<file path="config.mk">
export PLATFORM = sky130hd
export DESIGN_NAME = nstp_ctrl
export DESIGN_NICKNAME = d
export VERILOG_FILES = /design/src/rtl/nstp_pkg.sv /design/src/rtl/nstp_ctrl.sv
export SDC_FILE = /design/constraint.sdc
export NUM_CORES = 1
export LEC_CHECK = 0
export ABC_AREA = 1
export CAP_MARGIN = 5
export CORE_AREA = 2 2 39 41
export CTS_CLUSTER_DIAMETER = 50
export DETAILED_ROUTE_END_ITERATION = 8
export DIE_AREA = 0 0 41 43
export DONT_BUFFER_PORTS = 1
export PLACE_DENSITY = 0.58
export SLEW_MARGIN = 10
export SYNTH_ARGS = -nofsm -noshare
export SYNTH_HDL_FRONTEND = slang
export SYNTH_SLANG_ARGS = --single-unit
export TNS_END_PERCENT = 100
</file>
<file path="constraint.sdc">
create_clock -name clk -period 1.15 [get_ports clk]
set_input_delay 0.1725 -clock clk [delete_from_list [all_inputs] [get_ports clk]]
set_output_delay 0.1725 -clock clk [all_outputs]
set_load 0.02 [all_outputs]
</file>
<file path="src/rtl/nstp_pkg.sv">
`timescale 1ns / 1ps
// ============================================================================
// nstp_pkg - shared types for the nested section time profiler
// Beat payloads, operation and status codes, controller state and the
// command/status bundles between controller and datapath.
// ============================================================================
package nstp_pkg;

	// default sizes
	localparam int DEF_STACK_DEPTH  = 64;
	localparam int DEF_NUM_SECTIONS = 256;

	// event operation
	typedef enum logic [1:0] {
		MODE_START = 2'd0,
		MODE_STOP  = 2'd1,
		MODE_CLEAR = 2'd2,
		MODE_READ  = 2'd3
	} mode_t;

	// result status
	typedef enum logic [1:0] {
		ST_OK        = 2'd0,
		ST_OVERFLOW  = 2'd1,
		ST_UNDERFLOW = 2'd2,
		ST_MISMATCH  = 2'd3
	} status_t;

	// input beat
	typedef struct packed {
		mode_t       mode;
		logic [7:0]  section;
		logic [63:0] timestamp;
		logic        from_main_thread;
	} evt_beat_t;

	// output beat
	typedef struct packed {
		status_t     status;
		logic [63:0] total_clocks;
		logic [6:0]  depth;
	} res_beat_t;

	// controller states
	typedef enum logic [2:0] {
		S_INIT,   // totals sweep after reset
		S_IDLE,   // waiting for an event
		S_DEC,    // decode event, issue first reads
		S_STK,    // stack entry back, compute elapsed time
		S_TOT,    // total back, write credit and update stack
		S_CLR,    // totals sweep for a clear event
		S_DONE    // hand result to output register
	} state_t;

	// controller -> datapath
	typedef struct packed {
		logic    load_item;
		logic    stk_rd;
		logic    tot_rd;
		logic    tot_rd_top;
		logic    calc;
		logic    tgt_top;
		logic    chk_match;
		logic    set_status;
		status_t status_val;
		logic    tot_wr;
		logic    push;
		logic    pop;
		logic    cnt_clr;
		logic    clr_wr;
		logic    load_res;
	} cmd_t;

	// datapath -> controller
	typedef struct packed {
		mode_t mode;
		logic  main_thread;
		logic  empty;
		logic  full;
		logic  clr_last;
	} sts_t;

endpackage

</file>
<file path="src/rtl/nstp_ctrl.sv">
`timescale 1ns / 1ps
// ============================================================================
// nstp_ctrl - profiler controller
// Sequences one event at a time through decode, stack read, totals
// read-modify-write or the clearing sweep, and owns the handshakes.
// ============================================================================
module nstp_ctrl (
	input  logic          clk,
	input  logic          arst_n,
	input  logic          evt_valid,
	output logic          evt_stall,
	output logic          res_valid,
	input  logic          res_stall,
	output nstp_pkg::cmd_t cmd,
	input  nstp_pkg::sts_t sts
);

	import nstp_pkg::*;

	state_t state_q, state_d;
	logic   res_valid_q;

	// state and output valid registers
	always_ff @(posedge clk or negedge arst_n) begin
		if (!arst_n) begin
			state_q     <= S_INIT;
			res_valid_q <= 1'b0;
		end else begin
			state_q <= state_d;
			if (cmd.load_res) begin
				res_valid_q <= 1'b1;
			end else if (!res_stall) begin
				res_valid_q <= 1'b0;
			end
		end
	end

	// next state and commands
	always_comb begin
		state_d        = state_q;
		cmd            = '0;
		cmd.status_val = ST_OK;
		case (state_q)
			S_INIT: begin
				cmd.clr_wr = 1'b1;
				if (sts.clr_last) state_d = S_IDLE;
			end
			S_IDLE: begin
				if (evt_valid) begin
					cmd.load_item = 1'b1;
					state_d       = S_DEC;
				end
			end
			S_DEC: begin
				cmd.set_status = 1'b1;
				state_d        = S_DONE;
				if (sts.main_thread) begin
					case (sts.mode)
						MODE_START: begin
							if (sts.full) begin
								cmd.status_val = ST_OVERFLOW;
							end else if (sts.empty) begin
								cmd.push = 1'b1;
							end else begin
								cmd.stk_rd = 1'b1;
								state_d    = S_STK;
							end
						end
						MODE_STOP: begin
							if (sts.empty) begin
								cmd.status_val = ST_UNDERFLOW;
							end else begin
								cmd.stk_rd = 1'b1;
								cmd.tot_rd = 1'b1;
								state_d    = S_STK;
							end
						end
						MODE_CLEAR: begin
							cmd.cnt_clr = 1'b1;
							state_d     = S_CLR;
						end
						MODE_READ: begin
							cmd.tot_rd = 1'b1;
						end
						default: begin
							state_d = S_DONE;
						end
					endcase
				end
			end
			S_STK: begin
				cmd.calc = 1'b1;
				if (sts.mode == MODE_START) begin
					// credit goes to the section on top; fetch its total
					cmd.tgt_top    = 1'b1;
					cmd.tot_rd     = 1'b1;
					cmd.tot_rd_top = 1'b1;
				end else begin
					cmd.chk_match = 1'b1;
				end
				state_d = S_TOT;
			end
			S_TOT: begin
				cmd.tot_wr = 1'b1;
				if (sts.mode == MODE_START) begin
					cmd.push = 1'b1;
				end else begin
					cmd.pop = 1'b1;
				end
				state_d = S_DONE;
			end
			S_CLR: begin
				cmd.clr_wr = 1'b1;
				if (sts.clr_last) state_d = S_DONE;
			end
			S_DONE: begin
				if (!res_valid_q || !res_stall) begin
					cmd.load_res = 1'b1;
					state_d      = S_IDLE;
				end
			end
			default: begin
				state_d = S_IDLE;
			end
		endcase
	end

	assign evt_stall = (state_q != S_IDLE);
	assign res_valid = res_valid_q;

endmodule

</file>
* Word-level counts from Yosys, hierarchy flattened
Index checks and enable logic that the tools add are counted.
Word-level totals: memories 0, register bits 4, RAM bits 0, memory bits (read-only) 0, input port bits 10, bits in latches 0
Cells by class: reduce and logical (&&, ||, !) cells 7, divide/modulo/power cells 0, $add $sub $neg 0, bitwise gates (word level) 0, $lt $le $gt $ge 0, shift-type cells 0, multiply operators 0, equality and inequality tests 15, mux-type cells 43
Operator list (number):
- $mux 3 | 8
- $mux 1 | 22
- $pmux 3 s7 | 1
- $mux 2 | 5
- $eq 3x3->1 const B | 3
- $pmux 3 s3 | 1
- $ne 2x2->1 const B | 4
- $pmux 1 s2 | 4
- $eq 3x2->1 const B | 2
- $eq 2x2->1 const B | 2
- $mux 4 | 1
- $pmux 2 s2 | 1
- $reduce_and 4->1 | 1
- $eq 3x1->1 const B | 1
- $logic_not 3->1 | 1
- $ne 3x1->1 const B | 1
- $eq 2x1->1 const B | 1
- $logic_not 1->1 | 2
- $logic_not 2->1 | 1
- $ne 2x1->1 const B | 1
- $reduce_or 2->1 | 1
- $logic_or 1x1->1 | 1

* Depth between registers and ports, before layout
depth after elaboration 5, mapped depth 8

* Worst setup path before layout
OpenSTA, ideal clock, no wires.
path type register -> output, start point reg state_q[0], end point out cmd[6] (netlist bit), required time 0.978 ns, arrival 1.305 ns, path slack -0.328 ns, stages on the path, launching flop included 5, buffers on the path 1, cell sequence dfrtp_1 clkbuf_2 inv_2 nand3_2 nor4_1
RTL lines:
- start, declared | RTL line nstp_ctrl.sv:20 | state_t state_q, state_d;
- start signal, assigned | RTL line nstp_ctrl.sv:29 | state_q <= state_d;
- end, declared | RTL line nstp_ctrl.sv:14 | output nstp_pkg::cmd_t cmd,

==> results.py <==
metrics = {
    "synthesis": {
        "ys_seq_area_share_pct": 23.3,
        "synth_most_common_cell": "nand2_1",
        "synth_cell_types": 17,
        "synthesis.area_um2": 430,
        "synth_top_area_cell": "dfrtp_1",
        "synth.avg_cell_area_um2": 5.45,
        "synth_warnings": 0,
        "synth_top_area_share_pct": 23.3,
        "synthArstFlopShare_pct": 100,
        "synthesis.nets": 89,
        "synth_commonest_cells": "22 x nand2_1, 14 x inv_1, 13 x nor2_1",
        "synthTopCellsByArea": "dfrtp_1 23%, nand2_1 19%, inv_1 12%, nand3_1 12%, nor2_1 11%",
        "syn_inst": 79,
        "dominantRegCellSynth": "dfrtp_1",
        "synth_edf_count": 0,
        "ys_seq_elements": 4,
    },
    "detailed_routing": {
        "first_iter_violations": 7,
        "vias_per_cell": 4.78,
        "dr_total_vias": 598,
        "drc_errors": 0,
        "dr.pass1.iters": 4,
        "drt_wl_total_um": 1310,
        "wl_per_cell_um": 10.5,
        "final_antenna_net_count": 0,
    },
    "global_routing": {
        "grtUsageTotal_pct": 17.6,
        "grt_pass1_wl_um": 2160,
        "grt_max_degree": 7,
        "grt-ovfl-total": 0,
        "grt_antenna_before_repair": 0,
        "grt_pass1_vias": 546,
    },
    "critical_path": {
        "start_kind": "flip-flop",
        "arrival_ns": 1.31,
        "setup.worst_path.class": "flip-flop to output pin",
        "end_kind": "output pin",
        "startpoint": "state_q[2]",
        "crit_fanout": 3,
        "rr_endpoint": "state_q[0]",
        "crit_required_ns": 0.98,
        "r2r_setup_slack_ns": -0.17,
        "reg2reg_from": "state_q[0]",
        "rr_worst_depth": 8,
    },
    "hold_path": {
        "hold_path_depth": 2,
        "hold_path.class": "input port to flip-flop",
        "hold_start": "res_stall",
        "hold_end": "res_valid",
    },
    "timing": {
        "hold_viol": 0,
        "setup_slack_ns": -0.331,
        "fmax_ghz": 0.675,
        "maxSlewViolCount": 0,
        "final.setup.tns_ns": -4.86,
        "slew_headroom_pct": 82.2,
        "period_minus_slack_ns": 1.48,
        "setup_viol": 20,
        "rsz0062_at_grt": "yes",
        "finClkSkew_ns": 0.000890,
        "tightest_slew_ns": 0.267,
        "timing.final.crit_share_pct": 129,
    },
    "final_layout": {
        "diodes": 0,
        "stdcell_area_um2": 841,
        "instances_no_fill": 125,
        "num-nets-final": 121,
        "final_core_util_pct": 60.8,
        "syn_to_final_growth_pct": 95.3,
        "drive_gt1_share_pct": 54.1,
    },
    "placement": {
        "gp_congestion": 0.792,
        "dpl_cell_area_um2": 693,
        "hpwl_um": 1030,
        "dp_cells": 116,
        "io_buffers": 0,
    },
    "job": {
        "max_cap_viol_count": 0,
    },
    "floorplan": {
        "io_pins": 28,
        "die_w_um": 41,
        "die-area_um2": 1760,
        "start_util_pct": 31.1,
        "num_rows": 14,
        "fp.dieH_um": 43,
        "core_um2": 1380,
    },
    "cts": {
        "cts.sinks": 4,
        "cts_root_buf": "clkbuf_4",
        "htree_levels": 1,
        "clock_latency_ns": 0.24,
        "cts_tree": "built",
        "numCtsBuffers": 3,
        "clock_path_buffers": 2,
        "clk_pin_slew_ns": 0.04,
    },
    "power_and_ir_drop": {
        "powerDensity_nw_per_um2": 2580,
        "leakagePower_nw": 0.450,
        "ir_drop_uv": 1320,
    },
    "run_status": {
        "violations": "negative setup slack",
        "status": "finished with violations",
    },
}
[power breakdown]
| group | switching, mW | leakage [nW] | internal (mW) |
|---|---|---|---|
| clock | 0.0588 | 0.0138 | 0.117 |
| combinational | 0.921 | 0.387 | 0.793 |
| sequential | 0.0616 | 0.0492 | 0.218 |
[stage by stage]
| stage | setup slack [ns] | power (mW) | hold WS (ns) |
|---|---|---|---|
| floorplan | -0.0929 | 1.14 | -0.123 |
| global placement | -0.0757 | 1.66 | -0.123 |
| detailed placement | -0.134 | 1.69 | -0.123 |
| CTS | -0.313 | 2.05 | 0.0839 |
| global route | -0.414 | 2.36 | 0.100 |
| finish | -0.331 | 2.17 | 0.0877 |
[cells in the final DEF (no fill, tap or decap)]
cell type      count
buf_4             22
nand2_1           18
inv_1             10
nor2_1             8
nand3_1            5
buf_6              5
nand3_2            4
inv_2              4
nor2_4             4
nand2_2            4
inv_4              3
clkbuf_4           3
dfrtp_1            3
nand3_4            2
nor2_2             2
a21oi_4            1
nor3_4             1
nor4_2             1
o22ai_4            1
nand4_1            1
a21oi_1            1
o21ai_1            1
o21ai_0            1
o21a_1             1
dlygate4sd3_1      1
buf_12             1
dfrtp_2            1
[cells by family (layout without fill, tap and decap cells)]
family          after synthesis  in the layout  synth area share (%)
compound gates                6              6                  7.85
flops                         4              4                  23.3
simple gates                 50             50                  51.2
buf+inv                      19             49                  17.7
[registers in the layout, indices dropped and copies added (netlist names)]
register / count
res_valid: 1
state_q: 3
[how the worst max path moves through the flow]
stage             end  slack, ns  cells after the start
6_report       cmd[7]      -0.33                      5
5_1_grt        cmd[3]      -0.41                      4
2_1_floorplan  cmd[4]      -0.09                      6
3_3_place_gp   cmd[4]      -0.08                      5
4_1_cts        cmd[4]      -0.31                      5
3_5_place_dp   cmd[4]      -0.13                      5
[layout make-up]
| cell class | instances | area, um^2 |
|---|---|---|
| fill | 128 | 543 |
| sequential | 4 | 101 |
| timing repair buffer | 29 | 251 |
| inverter | 17 | 71.3 |
| multi-input combinational | 56 | 374 |
| tap | 16 | 20.0 |
| clock buffer | 3 | 22.5 |
[layer usage]
| metal | global-route usage [%] | up-vias | wire [um] |
|---|---|---|---|
| met1 | 22.9 | 272 | 548 |
| met3 | 1.57 | 2 | 73 |
| met2 | 27.8 | 19 | 678 |
| met5 | 0 | - | 0 |
| li1 | - | 305 | - |
| met4 | 8.00 | 0 | 13 |
[critical path: stages (launching register included)]
cell and delay, ns:
dfrtp_1 0.38, inv_2 0.12, nand3_4 0.11, nor2_4 0.13
nand2_2 0.10, nor3_4 0.23
[timing repair]
item / in CTS / in global routing
endpoints found under the setup margin: 20 / 20
gates resized for setup: 15 / 9
buffers inserted: 4 / 1
pin swaps: 2 / 1
cloned: 0 / 0
hold buffers: 1 / 0
hold endpoints to repair: 4 / 0
(Power assumes the default switching activity.)
